===== src/hdl/pws_pkg.sv =====
// Shared types, constants and helpers of the pileup window separator.
package pws_pkg;

  localparam int unsigned WIN_W       = 10;
  localparam int unsigned POS_W       = 32;
  localparam int unsigned IN_SAMPLE_W = 16;
  localparam int unsigned TDATA_W     = 24;
  localparam int unsigned MAX_WINDOW  = 1023;

  localparam logic [WIN_W-1:0] LEFT_RESET  = 10'd30;
  localparam logic [WIN_W-1:0] RIGHT_RESET = 10'd100;

  // configuration register indexes
  localparam int unsigned CFG_IDX_W = 2;
  localparam logic [CFG_IDX_W-1:0] CFG_LEFT  = 2'd0;
  localparam logic [CFG_IDX_W-1:0] CFG_RIGHT = 2'd1;

  // command queue between front and back
  localparam int unsigned CMD_DEPTH = 4;
  localparam int unsigned CMD_PTR_W = 2;
  localparam int unsigned CMD_CNT_W = 3;

  typedef logic [POS_W-1:0] pos_t;

  // one classified beat: delay line write, span update and emit request
  typedef struct packed {
    logic                   we;
    logic                   emit;
    logic                   add;
    logic                   clip;
    pos_t                   lo;
    pos_t                   hi;     // span end, or clip end
    logic                   trig;
    logic                   last;
    logic [IN_SAMPLE_W-1:0] sample;
  } pws_cmd_t;

  // a <= b in wrapping stream positions
  function automatic logic not_after(pos_t a, pos_t b);
    pos_t d;
    d = b - a;
    return ~d[POS_W-1];
  endfunction

  function automatic logic [WIN_W-1:0] sat_window(logic [WIN_W-1:0] v);
    logic [WIN_W-1:0] r;
    r = v;
    if (32'(v) > MAX_WINDOW) r = WIN_W'(MAX_WINDOW);
    return r;
  endfunction

endpackage


===== src/hdl/pws_front.sv =====
// Classifier: takes beats, tracks triggers, forms spans and decides emits.
module pws_front import pws_pkg::*; #(
  parameter int unsigned DELAY_DEPTH = 4096
) (
  input  logic                   clk,
  input  logic                   rst_n,
  input  logic                   in_valid,
  output logic                   in_ready,
  input  logic                   in_flush,
  input  logic [IN_SAMPLE_W-1:0] in_sample,
  input  logic                   in_trig,
  input  logic                   in_last,
  input  logic                   cfg_valid,
  input  logic [CFG_IDX_W-1:0]   cfg_index,
  input  logic [WIN_W-1:0]       cfg_data,
  input  logic                   fifo_full,
  output logic                   cmd_push,
  output pws_cmd_t               cmd
);

  localparam int unsigned BW = $clog2(DELAY_DEPTH);
  localparam pos_t DELAY_CAP = POS_W'(DELAY_DEPTH - 1);

  logic [WIN_W-1:0] left_r;
  logic [WIN_W-1:0] right_r;
  pos_t             pos_r;
  pos_t             prev_r;
  pos_t             tstart_r;
  logic             seen_r;
  logic [BW-1:0]    buf_r;

  pos_t             pos_nxt;
  pos_t             prev_nxt;
  pos_t             tstart_nxt;
  logic             seen_nxt;
  logic [BW-1:0]    buf_nxt;

  logic [WIN_W:0]   pair_gap;
  logic [WIN_W+1:0] dly_raw;
  pos_t             dly;
  pos_t             off;
  pos_t             lo;
  logic             close;
  logic             accept;
  logic             emit;

  assign in_ready = ~fifo_full;
  assign accept   = in_valid & ~fifo_full;

  always_comb begin
    pair_gap = {1'b0, left_r} + {1'b0, right_r};
    dly_raw  = ((WIN_W+2)'(left_r) << 1) + (WIN_W+2)'(right_r);
    dly      = (POS_W'(dly_raw) > DELAY_CAP) ? DELAY_CAP : POS_W'(dly_raw);
    close    = seen_r && ((pos_r - prev_r) < POS_W'(pair_gap));
    off      = prev_r - tstart_r;
    lo       = (off < POS_W'(left_r)) ? tstart_r : prev_r - POS_W'(left_r);

    cmd        = '0;
    cmd.sample = in_sample;
    cmd.trig   = in_trig;
    cmd.last   = in_last;
    emit       = 1'b0;

    pos_nxt    = pos_r;
    prev_nxt   = prev_r;
    tstart_nxt = tstart_r;
    seen_nxt   = seen_r;
    buf_nxt    = buf_r;

    if (in_flush) begin
      // drain one buffered sample, nothing if the line is empty
      emit = (buf_r != '0);
      if (emit) buf_nxt = buf_r - 1'b1;
    end else begin
      cmd.we = 1'b1;
      emit   = (POS_W'(buf_r) >= dly);
      if (!emit) buf_nxt = buf_r + 1'b1;
      if (in_trig && !in_last) begin
        cmd.add  = close;
        cmd.lo   = lo;
        cmd.hi   = pos_r + POS_W'(right_r);
        prev_nxt = pos_r;
        seen_nxt = 1'b1;
      end
      if (in_last) begin
        cmd.clip   = 1'b1;
        cmd.hi     = pos_r + 1'b1;
        seen_nxt   = 1'b0;
        tstart_nxt = pos_r + 1'b1;
      end
      pos_nxt = pos_r + 1'b1;
    end
    cmd.emit = emit;
    cmd_push = accept && (cmd.we || emit);
  end

  always_ff @(posedge clk) begin
    if (!rst_n) begin
      left_r   <= LEFT_RESET;
      right_r  <= RIGHT_RESET;
      pos_r    <= '0;
      prev_r   <= '0;
      tstart_r <= '0;
      seen_r   <= 1'b0;
      buf_r    <= '0;
    end else begin
      if (cfg_valid) begin
        unique case (cfg_index)
          CFG_LEFT:  left_r  <= sat_window(cfg_data);
          CFG_RIGHT: right_r <= sat_window(cfg_data);
          default: ;
        endcase
      end
      if (accept) begin
        pos_r    <= pos_nxt;
        prev_r   <= prev_nxt;
        tstart_r <= tstart_nxt;
        seen_r   <= seen_nxt;
        buf_r    <= buf_nxt;
      end
    end
  end

endmodule


===== config.mk =====
export PLATFORM = sky130hd
export DESIGN_NAME = pws_front
export DESIGN_NICKNAME = d
export VERILOG_FILES = /design/src/hdl/pws_pkg.sv /design/src/hdl/pws_front.sv
export SDC_FILE = /design/constraint.sdc
export NUM_CORES = 1
export LEC_CHECK = 0
export BUFFER_PORTS_ARGS = -buffer_cell sky130_fd_sc_hd__buf_2
export CAP_MARGIN = 20
export CORE_ASPECT_RATIO = 2
export CORE_MARGIN = 8
export CORE_UTILIZATION = 45
export CTS_BUF_LIST = sky130_fd_sc_hd__clkbuf_16
export CTS_CLUSTER_SIZE = 25
export DETAILED_ROUTE_END_ITERATION = 16
export SYNTH_ARGS = -nofsm -noshare
export SYNTH_HDL_FRONTEND = slang
export SYNTH_SLANG_ARGS = --single-unit

===== constraint.sdc =====
create_clock -name clk -period 13.8 [get_ports clk]
set_input_delay 2.76 -clock clk [delete_from_list [all_inputs] [get_ports clk]]
set_output_delay 2.76 -clock clk [all_outputs]
set_load 0.01 [all_outputs]

==> flow_metrics.tcl <==
set metrics [dict create \
    fmax_mhz 114 \
    layout.nets 2027 \
    grt_util_met2_pct 38.9 \
    critical_path_class "input port to primary output" \
    starting_utilization_of_the_core_area_pct 45.3 \
    core.rowCount 90 \
    avgViaCountPerCell 5.88 \
    synth-edff-count 0 \
    post_cts.repair.setup_buffers 0 \
    grt_first_pass_wirelength_um 68200 \
    power_leakage_nw 6.82 \
    synth_seq_area_share_pct 19.0 \
    fp.dieW_um 139 \
    fin_worst_skew_ns 0.00606 \
    dr_pass1_iterations 5 \
    clock_tree.htree_level_count 4 \
    io_pins 124 \
    synth.ff_latch_count 129 \
    gr-usage-met1_pct 30.5 \
    grt_util_all_layers_pct 23.6 \
    worst_skew_pair.late_latency_ns 0.44 \
    cp-end-kind "primary output" \
    vias_in_the_first_global_route 12400 \
    finish.cell_count_without_fillers 2222 \
    grt-ovfl-total 0 \
    status "complete, no violations" \
    met3_usage_pct 3.43 \
    postSynthAreaPerCell_um2 7.41 \
    fraction_of_layout_instances_using_a_drive_strength_above_1_pct 9.01 \
    layout_worst_path_cycle_share_pct 63.4 \
    cts_tree "done" \
    first_iter_violations 758 \
    rsz0062_at_grt "no" \
    core_um2 30000 \
    critPathArrivalTime_ns 5.99 \
    report.final.hold_viol_count 0 \
    die_area_um2 36300 \
    dp_hpwl_um 33900 \
    clockRootBuffer "sky130_fd_sc_hd__clkbuf_16" \
    cts-buffers-inserted 17 \
    critical_path.startpoint_type "input port" \
    min_period_ns 8.75 \
    final_wirelength_um 43400 \
    port_buffers 91 \
    clk_pin_slew_ns 0.06 \
    max_cap_viols 0 \
    peakVddDrop_uv 75.3 \
    drv_slew 0 \
    route.antenna.remaining_nets 0 \
    routedWlPerCell_um 19.5 \
    syn-num-nets 2018 \
    hold_slack_ns 0.493 \
    ctsResizeCount 0 \
    grt_start_max_net_pins 73 \
    die_height_um 262 \
    synthesis.instances 1832 \
    worstHoldPathType "flip-flop to flip-flop" \
    globalplace.congestion 0.934 \
    dominantRegCellSynth "sky130_fd_sc_hd__dfxtp_1" \
    ctsLongestPathBuffers 2 \
    setup_total_negative_slack_ns 0 \
    crit_fanout 21 \
    pre_cts_slack_ns 5.13 \
    timing.critical_path.required_ns 11.04 \
    synthesis.area_um2 13600 \
    antenna-diode-count 0 \
    post-route-worst-setup-slack_ns 5.05 \
    grt_antenna_before_repair 0 \
    numClockSinks 129 \
    finalSetupViolations 0 \
    cellPowerDensity_nw_per_um2 74.4 \
    post-layout-total-power_mw 1.09 \
    postSynth.asyncResetShare_pct 0 \
    dp_cells 2190 \
    cts.hold.buffers_added 0 \
    area_growth_syn_to_layout_pct 8.04 \
    grt_busiest_layer "met2" \
    yosysWarnings 0 \
    synthDistinctLibCells 77 \
    max_slew_margin_pct 20.2 \
    routed-via-count 13100 \
    max_slew.worst_pin.slew_ns 1.19 \
    drc 0 \
]
-- state kept, by name (all words and copies together), names as in the netlist --
register  cells
seen_r        1
prev_r       32
left_r       10
pos_r        32
buf_r        12
right_r      10
tstart_r     32
-- layout make-up --
cell class,count,area [µm²]
repair buffers,102,541
fillers,3052,15300
multi-input cells,1466,10000
clock inverters,15,151
inverters,125,469
well taps,368,460
clock buffers,17,425
flip-flops and latches,129,2580
-- cells in the mapped netlist, drive strengths merged (6+ instances only) --
master	count	area [µm²]
a211oi	34	345
a21boi	67	503
a21o	39	293
a21oi	128	641
a22oi	7	57.6
a31oi	14	103
and2	29	181
and3	25	156
buf	29	198
clkbuf	83	312
dfxtp	129	2580
fa	7	140
ha	143	1790
inv	124	465
mux2i	22	220
nand2	248	931
nand2b	14	87.6
nand3	50	250
nand4	19	119
nor2	123	462
nor2b	27	169
nor3	34	175
nor4	9	71.3
o2111ai	6	52.6
o211a	32	320
o211ai	14	110
o21a	15	113
o21ai	84	420
o21bai	23	173
o22ai	18	113
o31ai	6	45.0
or3	18	113
xnor2	105	920
xor2	40	350
-- logic make-up after synthesis --
logic type / share of synthesized area [%]
simple gates: 21.2
flops: 19.0
compound gates: 27.4
mux: 1.62
xor+xnor: 9.36
fa+ha+maj: 14.2
buf+inv: 7.21
-- path summary, 6_finish.rpt --
path	startpoint	depth (start not counted)	endpoint	slack, ns
max	in_flush	14	cmd[83]	5.05
min	prev_r[20]	2	prev_r[20]	0.49
max reg2reg	right_r[1]	19	buf_r[11]	9.35
min reg2reg	prev_r[20]	2	prev_r[20]	0.49
-- layout by cell type (no fill, tap or decap), types with 50 or more instances in the layout --
master and instances:
sky130_fd_sc_hd__a21oi_1 128, sky130_fd_sc_hd__buf_2 90, sky130_fd_sc_hd__nand3_1 50, sky130_fd_sc_hd__nand2_1 247, sky130_fd_sc_hd__xnor2_1 105, sky130_fd_sc_hd__nor2_1 121, sky130_fd_sc_hd__o21ai_0 81, sky130_fd_sc_hd__dfxtp_1 129
sky130_fd_sc_hd__a21boi_0 67, sky130_fd_sc_hd__inv_1 126, sky130_fd_sc_hd__ha_1 143
-- through the flow --
step,cell area [µm²],utilization (%)
finish,14700,49.0
global route,14700,49.0
CTS,14700,49.0
detailed placement,14100,47.0
global placement,14100,47.0
floorplan,13600,-
-- report_power, final --
part	switching (mW)	leakage, nW	internal (mW)	total (mW)
Sequential	0.0140	1.04	0.384	0.398
Combinational	0.134	5.49	0.101	0.235
Clock	0.179	0.285	0.279	0.458
-- worst max-delay path, cell delays in order --
cell and delay, ns:
sky130_fd_sc_hd__buf_2 0.23, sky130_fd_sc_hd__nor3b_2 0.21, sky130_fd_sc_hd__buf_4 0.30, sky130_fd_sc_hd__o21ai_0 0.15, sky130_fd_sc_hd__nor2_1 0.11, sky130_fd_sc_hd__o2111ai_1 0.12, sky130_fd_sc_hd__nor4_1 0.26, sky130_fd_sc_hd__o221ai_1 0.18
sky130_fd_sc_hd__a2111oi_0 0.38, sky130_fd_sc_hd__nand3_1 0.12, sky130_fd_sc_hd__nor4_1 0.29, sky130_fd_sc_hd__o2111ai_1 0.17, sky130_fd_sc_hd__nor4_1 0.48, sky130_fd_sc_hd__buf_2 0.22
-- layer usage --
metal | part of all wire [%] | up-vias | wire [µm]
met1 | 45 | 6076 | 19700
met3 | 5.5 | 71 | 2400
li1 | - | 6495 | -
met5 | 0 | - | 0
met2 | 46 | 426 | 19800
met4 | 3.4 | 0 | 1470
Power figures use the tool's default switching activity.
