--- config.mk ---
export PLATFORM = sky130hd
export DESIGN_NAME = pws_cmd_fifo
export DESIGN_NICKNAME = d
export VERILOG_FILES = /design/src/hdl/pws_pkg.sv /design/src/hdl/pws_cmd_fifo.sv
export SDC_FILE = /design/constraint.sdc
export NUM_CORES = 1
export LEC_CHECK = 0
export BUFFER_PORTS_ARGS = -buffer_cell sky130_fd_sc_hd__buf_2
export CORE_MARGIN = 8
export CORE_UTILIZATION = 45
export CTS_CLUSTER_DIAMETER = 150
export CTS_CLUSTER_SIZE = 10
export DETAILED_ROUTE_END_ITERATION = 6
export PLACE_DENSITY = 0.62
export SLEW_MARGIN = 20
export SYNTH_ARGS = -nofsm -noshare
export SYNTH_HDL_FRONTEND = slang
export SYNTH_SLANG_ARGS = --single-unit
--- constraint.sdc ---
create_clock -name clk -period 6.3 [get_ports clk]
set_input_delay 0.315 -clock clk [delete_from_list [all_inputs] [get_ports clk]]
set_output_delay 0.315 -clock clk [all_outputs]
set_load 0.05 [all_outputs]
--- src/hdl/pws_pkg.sv ---
// Shared types, constants and helpers of the pileup window separator.
package pws_pkg;

  localparam int unsigned WIN_W       = 10;
  localparam int unsigned POS_W       = 32;
  localparam int unsigned IN_SAMPLE_W = 16;
  localparam int unsigned TDATA_W     = 24;
  localparam int unsigned MAX_WINDOW  = 1023;

  localparam logic [WIN_W-1:0] LEFT_RESET  = 10'd30;
  localparam logic [WIN_W-1:0] RIGHT_RESET = 10'd100;

  // configuration register indexes
  localparam int unsigned CFG_IDX_W = 2;
  localparam logic [CFG_IDX_W-1:0] CFG_LEFT  = 2'd0;
  localparam logic [CFG_IDX_W-1:0] CFG_RIGHT = 2'd1;

  // command queue between front and back
  localparam int unsigned CMD_DEPTH = 4;
  localparam int unsigned CMD_PTR_W = 2;
  localparam int unsigned CMD_CNT_W = 3;

  typedef logic [POS_W-1:0] pos_t;

  // one classified beat: delay line write, span update and emit request
  typedef struct packed {
    logic                   we;
    logic                   emit;
    logic                   add;
    logic                   clip;
    pos_t                   lo;
    pos_t                   hi;     // span end, or clip end
    logic                   trig;
    logic                   last;
    logic [IN_SAMPLE_W-1:0] sample;
  } pws_cmd_t;

  // a <= b in wrapping stream positions
  function automatic logic not_after(pos_t a, pos_t b);
    pos_t d;
    d = b - a;
    return ~d[POS_W-1];
  endfunction

  function automatic logic [WIN_W-1:0] sat_window(logic [WIN_W-1:0] v);
    logic [WIN_W-1:0] r;
    r = v;
    if (32'(v) > MAX_WINDOW) r = WIN_W'(MAX_WINDOW);
    return r;
  endfunction

endpackage

--- src/hdl/pws_cmd_fifo.sv ---
// Short command queue that decouples the classifier from the emitter.
module pws_cmd_fifo import pws_pkg::*; (
  input  logic     clk,
  input  logic     rst_n,
  input  logic     push,
  input  pws_cmd_t push_cmd,
  output logic     full,
  input  logic     pop,
  output pws_cmd_t head_cmd,
  output logic     not_empty
);

  pws_cmd_t             slot_r [CMD_DEPTH];
  logic [CMD_PTR_W-1:0] wr_ptr_r;
  logic [CMD_PTR_W-1:0] rd_ptr_r;
  logic [CMD_CNT_W-1:0] cnt_r;
  logic [CMD_CNT_W-1:0] cnt_nxt;

  assign full      = (cnt_r == CMD_CNT_W'(CMD_DEPTH));
  assign not_empty = (cnt_r != '0);
  assign head_cmd  = slot_r[rd_ptr_r];

  always_comb begin
    cnt_nxt = cnt_r;
    if (push && !pop) cnt_nxt = cnt_r + 1'b1;
    else if (pop && !push) cnt_nxt = cnt_r - 1'b1;
  end

  always_ff @(posedge clk) begin
    if (push) slot_r[wr_ptr_r] <= push_cmd;
  end

  always_ff @(posedge clk) begin
    if (!rst_n) begin
      wr_ptr_r <= '0;
      rd_ptr_r <= '0;
      cnt_r    <= '0;
    end else begin
      if (push) wr_ptr_r <= wr_ptr_r + 1'b1;
      if (pop)  rd_ptr_r <= rd_ptr_r + 1'b1;
      cnt_r <= cnt_nxt;
    end
  end

endmodule

==> impl_results.md, run 1 <==
* Routed wire length at 24.99 mm
* Final Cycle Share at 0.5639
* Final non-filler cell area at 15250 sq um
* Antenna viol nets, final at 0
* CTS sink count at 353
* Leakage power at 5.107 nW
* Status: completed
* Post-DP Area at 14140 sq um
* Post-synthesis sequential area ratio at 0.8154
* Iter 0 DRT Violations at 340
* CTS tree: built
* Core Region at 28470 sq um
* Syn nets at 589
* Worst EP arrival at 3.24 ns
* Fmax at 0.2815 GHz
* I/O Pins at 178
* Max cap viols at 0
* Hold Crit Class: in -> reg
* Finish-stage setup viols at 0
* Max clock buf depth at 3
* Seq cells post-synth at 353
* Final hold vios at 0
* Post-synth EDFFs at 344
* Most used DFF post-synth: edfxtp_1
* Cell taking the most area after synthesis: edfxtp_1
* Remaining DRCs at 0
* Vias per cell at 5.285
* TNS Setup at 0 ns
* Post-synth ARST share at 0
* CP endpoint kind: output port
* Hold-critical path depth at 1
* Die Wd at 185.2 um
* DR vias at 5782
* Syn avg cell area at 26.15 sq um
* GPL Wtd Cong at 0.7270
* Port buffer count at 177
* Cells after synthesis at 493
* Die area at 34320 sq um
* Initial core utilization at 0.4528
* Share of the synthesized area in the top cell type at 0.8014
* Vias in the first global route at 6657
* GRT Util Overall at 0.1473
* Fillers at 2188
* Worst-Skew Late Latency at 0.50 ns
* Resized cells post-CTS at 0
* Total Nets Final at 799
* Clock-pin slew on the worst setup and hold paths at 0.05 ns
* RSZ-0062 raised after global routing: no
* Share of layout cells above drive strength 1 at 0.4471
* # rows at 62
* Pwr Density at 357.2 nW/um^2
* Total gr overflow at 0
* Post-CTS setup repair buffer count at 0
* Crit path kind: reg -> out
* Layout Skew at 0.007954 ns
* Slew HR at 0.3503
* Largest net degree at the start of global routing at 66
* Multi-input gate area at 2198 sq um
* Initial DRT Pass Iterations at 4
* Setup slack, reg-to-reg at 4.01 ns
* Slew @ Worst Pin at 0.9746 ns
* Reg-to-reg startpoint: wr_ptr_r[0]
* Top cells by count, synth: 344 x edfxtp_1, 86 x mux4_2, 10 x buf_2
* Antenna violations before repair at 1
* Top post-synthesis cells by area: edfxtp_1 80%, mux4_2 15%, dfxtp_1 1.4%
* Critical path peak fanout at 45
* Fin crit period at 3.552 ns
* Worst hold margin at 0.02138 ns
* Synth cell types at 20
* First-pass GRT wire length at 37.96 mm
* Number of buffers created by CTS at 41
* R2r worst-path depth at 3
* Hold wc startpoint: push_cmd[49]
* CTS H-tree depth at 2
* Critical R2R Capture: slot_r[3][64]
* Die height at 185.2 um
* Layout area overhead at 18.28%
* Yosys warnings at 0
* Most numerous cell in the Yosys netlist: edfxtp_1
* Netlist Area Pre-Place at 12890 sq um
* WL/cell at 22.84 um
* Worst Hold End: slot_r[3][49]
* Sequential cell area at 10520 sq um
* Post-DP HPWL at 15.02 mm
* Critical Path RT at 5.98 ns
* Critical Path Start Type: flop
* Worst VDD drop at 0.1794 mV
* Clock Tree Root: clkbuf_16
* Slew Viols, Final at 0
==> state kept, by name, indices dropped and copies added (netlist names), named ones only <==
signal	cells
rd_ptr_r	2
cnt_r	3
wr_ptr_r	2
slot_r	344
==> metrics by stage <==
stage                     setup WS [ns]  utilization  total power [mW]  instances
after detailed placement          3.120       0.4967             3.553       1040
after global routing              2.428       0.5355             5.641       1094
final                             2.748       0.5355             5.446       1094
after CTS                         2.570       0.5354             5.519       1093
after floorplan                   3.308            -             3.355        493
after global placement            3.154       0.4967             3.535       1040
==> placed cells by master, fill, tap and decap left out <==
cell,instances
and2_4,4
inv_1,4
clkbuf_1,7
nor2b_1,2
dlygate4sd3_1,4
o21ai_0,1
dfxtp_1,7
xor2_1,3
buf_2,177
fa_1,1
ha_1,5
nand2_1,1
or3_1,2
nor3b_1,1
mux4_2,86
and2_1,5
xnor2_1,2
mux2i_1,2
diode_2,1
inv_6,1
edfxtp_1,344
a21boi_0,1
dfxtp_4,2
buf_4,6
clkbuf_16,41
==> critical path, stage by stage, from the launching register on <==
cell     delay, ns
dfxtp_4       0.93
buf_4         0.84
mux4_2        0.65
buf_2         0.24
==> cell families (layout without fill, tap and decap cells) <==
kind of cell,Yosys count,after routing,share of synthesized area
AO/OA/AOI/OAI,2,2,0.0009705
AND/OR/NAND/NOR,15,15,0.007182
XOR/XNOR,5,5,0.003398
flip-flops,353,353,0.8154
adder cells (fa/ha/maj),6,6,0.006407
buffers and inverters,24,240,0.01485
other,0,1,0
multiplexers,88,88,0.1518
==> timing repair <==
item / CTS / global route
hold buffers: 4 / 0
endpoints found under the setup margin: 0 / 0
hold endpoints to repair: 14 / 0
==> metal layers <==
| layer | part of all wire | GRT usage |
|---|---|---|
| met4 | 0.014 | 0.03553 |
| met1 | 0.40 | 0.1781 |
| met5 | 0 | 0 |
| met3 | 0.075 | 0.04610 |
| met2 | 0.51 | 0.2548 |
==> cell type report <==
type,instances,area share
Inverter,4,0.0009848
Multi-Input combinational cell,116,0.1442
Sequential cell,353,0.6899
Clock buffer,48,0.06902
Clock inverter,1,0.0005745
Tap cell,384,0.03151
Antenna cell,1,0.0001641
Timing Repair Buffer,187,0.06368
==> where the power goes <==
group / switching, mW / internal, mW / leakage, nW / total (mW)
sequential: 0.0475 / 2.70 / 3.24 / 2.75
clock: 0.798 / 1.16 / 0.518 / 1.96
combinational: 0.520 / 0.222 / 1.35 / 0.742
==> how the worst max path moves through the flow <==
stage                start           end  slack (ns)  depth (start not counted)
2_1_floorplan  wr_ptr_r[0]  slot_r[0][0]        3.31                          3
3_3_place_gp          flop  head_cmd[54]        3.15                          3
3_5_place_dp          flop  head_cmd[54]        3.12                          3
4_1_cts               flop  head_cmd[54]        2.57                          3
5_1_grt               flop  head_cmd[54]        2.43                          3
6_report              flop  head_cmd[54]        2.75                          3
(Power assumes the default switching activity.)
==> run 2: changes to the inputs <==
--- a/config.mk
+++ b/config.mk
@@ -5,13 +5,14 @@
 export SDC_FILE = /design/constraint.sdc
 export NUM_CORES = 1
 export LEC_CHECK = 0
+export ABC_AREA = 1
 export BUFFER_PORTS_ARGS = -buffer_cell sky130_fd_sc_hd__buf_2
 export CORE_MARGIN = 8
 export CORE_UTILIZATION = 45
 export CTS_CLUSTER_DIAMETER = 150
 export CTS_CLUSTER_SIZE = 10
 export DETAILED_ROUTE_END_ITERATION = 6
-export PLACE_DENSITY = 0.62
+export PLACE_DENSITY = 0.64
 export SLEW_MARGIN = 20
 export SYNTH_ARGS = -nofsm -noshare
 export SYNTH_HDL_FRONTEND = slang
==> constraint.sdc (replaced) <==
create_clock -name clk -period 3.2 [get_ports clk]
set_input_delay 0.16 -clock clk [delete_from_list [all_inputs] [get_ports clk]]
set_output_delay 0.16 -clock clk [all_outputs]
set_load 0.05 [all_outputs]
==> run 2 against run 1 <==
Net effect:
- core utilization grew 3.4 points
- total power grew 96%
- routed wire length grew 15%
- flip-flop and latch count unchanged
- sequential share of layout area decreased by 4.8 points
- global-route usage grew 1.2 points
- final cell count rose by 42%
- highest routed layer unchanged
- hold slack improved by 0.38 ns
- first-iteration DRC count grew 82%
==> impl_results.md, run 2 <==
* Status: completed
* Post-synth EDFFs at 344 (unchanged)
* Core Region at 28780 sq um (+1.1%)
* Die Wd at 187.1 um (+0.98%)
* CTS tree: built
* Post-synthesis sequential area ratio at 0.7982 (-0.01720)
* Largest net degree at the start of global routing at 173 (+160%)
* Vias in the first global route at 8341 (+25%)
* Most numerous cell in the Yosys netlist: edfxtp_1
* Post-synth ARST share at 0 (unchanged)
* CTS sink count at 353 (unchanged)
* Number of buffers created by CTS at 41 (unchanged)
* Pwr Density at 651.4 nW/um^2 (+82%)
* Yosys warnings at 0 (unchanged)
* Routed wire length at 28.75 mm (+15%)
* Worst EP arrival at 2.38 ns (-0.86 ns)
* Most used DFF post-synth: edfxtp_1
* Cell taking the most area after synthesis: edfxtp_1
* Share of the synthesized area in the top cell type at 0.7845 (-0.01691)
* # rows at 62 (unchanged)
* Initial DRT Pass Iterations at 6 (+2)
* Post-DP HPWL at 15.79 mm (+5.2%)
* RSZ-0062 raised after global routing: no
* GRT Util Overall at 0.1597 (+0.01243)
* Final Cycle Share at 0.7945
* Fin crit period at 2.542 ns
* TNS Setup at 0 ns (unchanged)
* Worst-Skew Late Latency at 0.50 ns (about the same)
* DR vias at 8114 (+40%)
* Initial core utilization at 0.4575 (+0.004770)
* Syn avg cell area at 14.80 sq um (-43%)
* Commonest non-fill, non-tap cell in the layout: edfxtp_1
* Clock-pin slew on the worst setup and hold paths at 0.06 ns (about the same)
* Max cap viols at 0 (unchanged)
* Synth cell types at 22 (+10%)
* Crit path kind: reg -> out
* Total gr overflow at 0 (unchanged)
* Seq cells post-synth at 353 (unchanged)
* Finish-stage setup viols at 0 (unchanged)
* Hold Crit Class: in -> reg
* Die height at 187.1 um (+0.98%)
* Critical Path RT at 3.04 ns (-2.94 ns)
* CP endpoint kind: output port
* Critical path peak fanout at 172 (+280%)
* Worst VDD drop at 0.5127 mV (+190%)
* Final non-filler cell area at 16390 sq um (+7.5%)
* First-pass GRT wire length at 45.17 mm (+19%)
* Final hold vios at 0 (unchanged)
* Die area at 34990 sq um (+2.0%)
* Top cells by count, synth: 344 x edfxtp_1, 178 x nor2_1, 167 x o21ai_0
* Max reg flops at 344 (unchanged)
* Fmax at 0.3933 GHz
* Antenna violations before repair at 1 (unchanged)
* Layout Skew at 0.01282 ns (+0.004866 ns)
* I/O Pins at 178 (unchanged)
* Remaining DRCs at 0 (unchanged)
* Largest registers: slot_r x344, cnt_r x3
* Most frequent cells in the layout: 344 x edfxtp_1, 178 x nor2_1, 177 x buf_2
* Port buffer count at 177 (unchanged)
* Clock Tree Root: clkbuf_16
* Leakage power at 5.779 nW (+13%)
* Slew Viols, Final at 0 (unchanged)
* WL/cell at 18.53 um (-19%)
* Syn nets at 986 (+67%)
* Share of layout cells above drive strength 1 at 0.2084 (-0.2387)
* Resized cells post-CTS at 0 (unchanged)
* Slew @ Worst Pin at 0.9458 ns (-0.02877 ns)
* Slew HR at 0.3695 (+0.01918)
* Critical Path Start Type: flop
* Post-DP Area at 14430 sq um (+2.1%)
* Post-CTS setup repair buffer count at 0 (unchanged)
* Netlist Area Pre-Place at 13170 sq um (+2.2%)
* Top post-synthesis cells by area: edfxtp_1 78%, o21ai_0 6.3%, nor2_1 5.1%
* Cells after synthesis at 890 (+81%)
* Biggest register: slot_r
* Total Nets Final at 1256 (+57%)
* Antenna viol nets, final at 0 (unchanged)
* GPL Wtd Cong at 0.7132 (-1.9%)
* Iter 0 DRT Violations at 618 (+82%)
* CTS H-tree depth at 2 (unchanged)
* Layout area overhead at 24.46%
* Max clock buf depth at 3 (unchanged)
* Vias per cell at 5.231 (-1.0%)
==> run 2: logic make-up (layout without fill, tap and decap cells) <==
logic type,count (synthesis),count (layout),share of synthesized area
fa+ha+maj,6,6,0.006271
other cells,0,1,0
buf+inv,72,348,0.03069
compound gates,268,268,0.1100
simple gates,191,191,0.05483
flops,353,353,0.7982
==> run 2: path summary, 6_finish.rpt <==
path | from | endpoint | slack (ns) | cells after the start
setup / recovery | flop | head_cmd[77] | 0.66 | 4
hold / removal | push_cmd[11] | slot_r[3][11] | 0.40 | 2
setup reg to reg | wr_ptr_r[0] | slot_r[0][56] | 1.39 | 5
hold reg to reg | rd_ptr_r[1] | flop | 0.44 | 1
==> run 2: report_power, final <==
part           internal [mW]  switching [mW]  total, mW
logic                  0.375            1.10       1.48
registers               5.29          0.0436       5.33
clock network           2.28            1.58       3.86
==> run 2: cell type report <==
cell class / count / area (sq um)
Fill cell: 2292 / 12390
Sequential cell: 353 / 10520
Multi-Input combinational cell: 465 / 2253
Timing Repair Buffer: 282 / 1997
Clock buffer: 48 / 1052
Tap cell: 384 / 480.5
Inverter: 17 / 78.83
Clock inverter: 1 / 8.758
Antenna cell: 1 / 2.502
==> run 2: worst max-delay path, cell delays in order (launching register included) <==
cell     delay [ns]
dfxtp_4        0.38
buf_12         0.38
o21ai_0        0.23
o22ai_1        0.25
buf_2          0.30
==> run 2: per-stage QoR <==
step           setup WS [ns]    util  hold WS (ns)  power (mW)  cells
6_report              0.6576  0.5694        0.4034       10.68   1551
5_1_grt               0.4625  0.5694        0.3920       11.05   1551
4_1_cts               0.5990  0.5693        0.3742       10.80   1550
3_5_place_dp           1.140  0.5015        0.3766       6.828   1412
3_3_place_gp           1.158  0.5015        0.3752       6.815   1412
2_1_floorplan         0.5079       -        0.2589       6.416    890
==> run 2: timing repair <==
item | CTS | global route
setup endpoints to repair | 0 | 0
endpoints found under the hold margin | 353 | 0
hold buffers | 89 | 0
==> run 2: routing by layer <==
layer / global-route usage / vias up / routed length, um
li1: - / 3874 / -
met1: 0.2092 / 3939 / 12740
met2: 0.2607 / 261 / 13530
met3: 0.04213 / 40 / 1969
met4: 0.04276 / 0 / 501
met5: 0 / - / 0
==> run 3: changes to the inputs <==
--- a/config.mk
+++ b/config.mk
@@ -5,7 +5,7 @@
 export SDC_FILE = /design/constraint.sdc
 export NUM_CORES = 1
 export LEC_CHECK = 0
-export ABC_AREA = 1
+export ABC_AREA = 0
 export BUFFER_PORTS_ARGS = -buffer_cell sky130_fd_sc_hd__buf_2
 export CORE_MARGIN = 8
 export CORE_UTILIZATION = 45
==> constraint.sdc (replaced) <==
create_clock -name clk -period 2.2 [get_ports clk]
set_input_delay 0.11 -clock clk [delete_from_list [all_inputs] [get_ports clk]]
set_output_delay 0.11 -clock clk [all_outputs]
set_load 0.05 [all_outputs]
==> run 3 against run 2 <==
Net effect:
- non-clock buffer count decreased by 2
- first-iteration DRC count decreased by 49%
- combinational power increased by 59%
- clock power increased by 51%
- highest routed layer unchanged
- total power increased by 50%
- flip-flop and latch count unchanged
==> impl_results.md, run 3 (same netlist as run 1, synthesis figures left out) <==
* GPL Wtd Cong at 0.7167 (+0.49%)
* Slew @ Worst Pin at 0.4927 ns (-0.4531 ns)
* Clock-pin slew on the worst setup and hold paths at 0.06 ns (about the same)
* First-pass GRT wire length at 38.31 mm (-15%)
* Slew Viols, Final at 0 (unchanged)
* Final non-filler cell area at 16380 sq um (about the same)
* Slew HR at 0.6716 (+0.3021)
* Antenna viol nets, final at 0 (unchanged)
* Sequential cell area at 10520 sq um (about the same)
* Largest net degree at the start of global routing at 49 (-72%)
* Total Nets Final at 892 (-29%)
* Layout area overhead at 27.06%
* CTS sink count at 353 (unchanged)
* Post-Layout Cell Count at 1196 (-23%)
* Vias per cell at 5.109 (-2.3%)
* Worst EP arrival at 2.04 ns (-0.34 ns)
* Antenna violations before repair at 0 (-1)
* Fillers at 2065 (-9.9%)
* Critical Path Start Type: flop
* Final hold vios at 0 (unchanged)
* Largest registers: slot_r x344, cnt_r x3
* Remaining DRCs at 0 (unchanged)
* Die Wd at 185.2 um (-0.97%)
* Multi-input gate area at 2198 sq um (-2.4%)
* Biggest register: slot_r
* ANT cells at 0 (-1)
* Critical R2R Capture: cnt_r[2]
* Hold Crit Class: in -> reg
* GRT Util Overall at 0.1458 (-0.01390)
* Hold-critical path depth at 3 (+1)
* RSZ-0062 raised after global routing: yes
* Die area at 34320 sq um (-1.9%)
* I/O Pins at 178 (unchanged)
* WL/cell at 20.84 um (+12%)
* Initial core utilization at 0.4528 (-0.004770)
* Iter 0 DRT Violations at 316 (-49%)
* Initial DRT Pass Iterations at 4 (-2)
* Crit path kind: reg -> out
* Worst Hold End: wr_ptr_r[1]
* DR vias at 6110 (-25%)
* Core Region at 28470 sq um (-1.1%)
* Slowest-stage cell, CP: mux4_2
* Tot Pwr at 16.00 mW (+50%)
* Worst-Skew Late Latency at 0.52 ns (+0.02 ns)
* Slowest stage delay, CP at 0.59 ns (+0.21 ns)
* Layout Skew at 0.01670 ns (+0.003877 ns)
* CP endpoint kind: output port
* Leakage power at 5.581 nW (-3.4%)
* Post-DP HPWL at 14.74 mm (-6.7%)
* Clock Tree Root: clkbuf_16
* Max reg flops at 344 (unchanged)
* CTS H-tree depth at 2 (unchanged)
* Worst VDD drop at 0.7215 mV (+41%)
* Reg-to-reg startpoint: cnt_r[0]
* Fin crit period at 2.148 ns
* Finish-stage setup viols at 0 (unchanged)
* Critical path peak fanout at 34 (-80%)
* Most frequent cells in the layout: 344 x edfxtp_1, 176 x buf_2, 89 x dlygate4sd3_1
* Die height at 185.2 um (-0.97%)
* Hold wc startpoint: push
* Pwr Density at 977.1 nW/um^2 (+50%)
* Setup slack, reg-to-reg at 0.65 ns (-0.74 ns)
* Fmax at 0.4656 GHz
* Max cap viols at 0 (unchanged)
* Status: completed
* Vias in the first global route at 6817 (-18%)
* Port buffer count at 177 (unchanged)
* Commonest non-fill, non-tap cell in the layout: edfxtp_1
* CTS tree: built
* Placed Cells incl. Taps at 1048 (-26%)
* Number of buffers created by CTS at 41 (unchanged)
* # rows at 62 (unchanged)
* Max clock buf depth at 3 (unchanged)
* Critical-path cell list: buf_12 > mux4_2 > buf_2
* R2r worst-path depth at 4 (-1)
* Total gr overflow at 0 (unchanged)
* Routed wire length at 24.93 mm (-13%)
* Critical Path RT at 2.09 ns (-0.95 ns)
* Share of layout cells above drive strength 1 at 0.4039 (+0.1955)
* Final Cycle Share at 0.9762
* Post-DP Area at 14330 sq um (-0.74%)
[run 3: cell types whose count changed in the layout (fill, tap and decap cells not counted), sizes merged, moves of 3 or more]
| cell | before | now |
|---|---|---|
| inv | 18 | 6 |
| clkbuf | 48 | 57 |
| nor2 | 178 | 0 |
| xor2 | 0 | 3 |
| o22ai | 86 | 0 |
| and2 | 0 | 9 |
| a21oi | 4 | 0 |
| mux4 | 0 | 86 |
| o21ai | 178 | 1 |
| nand2 | 10 | 1 |
[run 3: worst max path at each step]
stage                start           end  slack, ns  cells after the start
2_1_floorplan  wr_ptr_r[0]  slot_r[2][0]       0.15                      3
3_3_place_gp          flop  head_cmd[26]       0.56                      3
3_5_place_dp          push      cnt_r[2]       0.47                      7
4_1_cts               flop  head_cmd[83]    -0.0006                      3
5_1_grt               flop  head_cmd[39]      -0.05                      3
6_report              flop  head_cmd[83]       0.05                      3
[run 3: area by class of cell]
class / instances / area share
flip-flops and latches: 353 / 0.6422
clock inverters: 2 / 0.001070
clock buffers: 57 / 0.06891
repair buffers: 280 / 0.1234
multi-input cells: 116 / 0.1342
well taps: 384 / 0.02934
inverters: 4 / 0.0009167
[run 3: what timing repair did]
item	in CTS	in global routing
setup buffers	0	0
gates resized for setup	2	1
hold buffers	89	0
hold endpoints to repair	353	0
endpoints found under the setup margin	7	53
[run 3: per-stage QoR]
| step | worst slack (ns) | util | setup TNS (ns) | hold WS, ns |
|---|---|---|---|---|
| 3_5_place_dp | 0.4681 | 0.5033 | 0 | 0.3275 |
| 6_report | 0.05242 | 0.5753 | 0 | 0.02163 |
| 5_1_grt | -0.05135 | 0.5753 | -0.8342 | 0.06099 |
| 2_1_floorplan | 0.1540 | - | 0 | 0.2089 |
| 3_3_place_gp | 0.5616 | 0.5033 | 0 | 0.3194 |
| 4_1_cts | -0.0006282 | 0.5752 | -0.0006282 | 0.007099 |
[run 3: report_power, final]
part	total [mW]	internal (mW)	switching (mW)
registers	7.81	7.73	0.0816
logic	2.36	0.789	1.57
clock network	5.83	3.52	2.31
[run 3: per-layer routing]
| layer | up-vias | part of all wire | GRT usage |
|---|---|---|---|
| li1 | 2705 | - | - |
| met1 | 3185 | 0.42 | 0.1902 |
| met2 | 186 | 0.49 | 0.2392 |
| met3 | 34 | 0.071 | 0.04296 |
| met4 | 0 | 0.014 | 0.03457 |
| met5 | - | 0 | 0 |
[run 3: critical path, delay by kind of cell (launching register included)]
kind | cells | cell delay, ns
DFF | 1 | 0.39
muxes | 1 | 0.59
buffers and inverters | 2 | 0.53
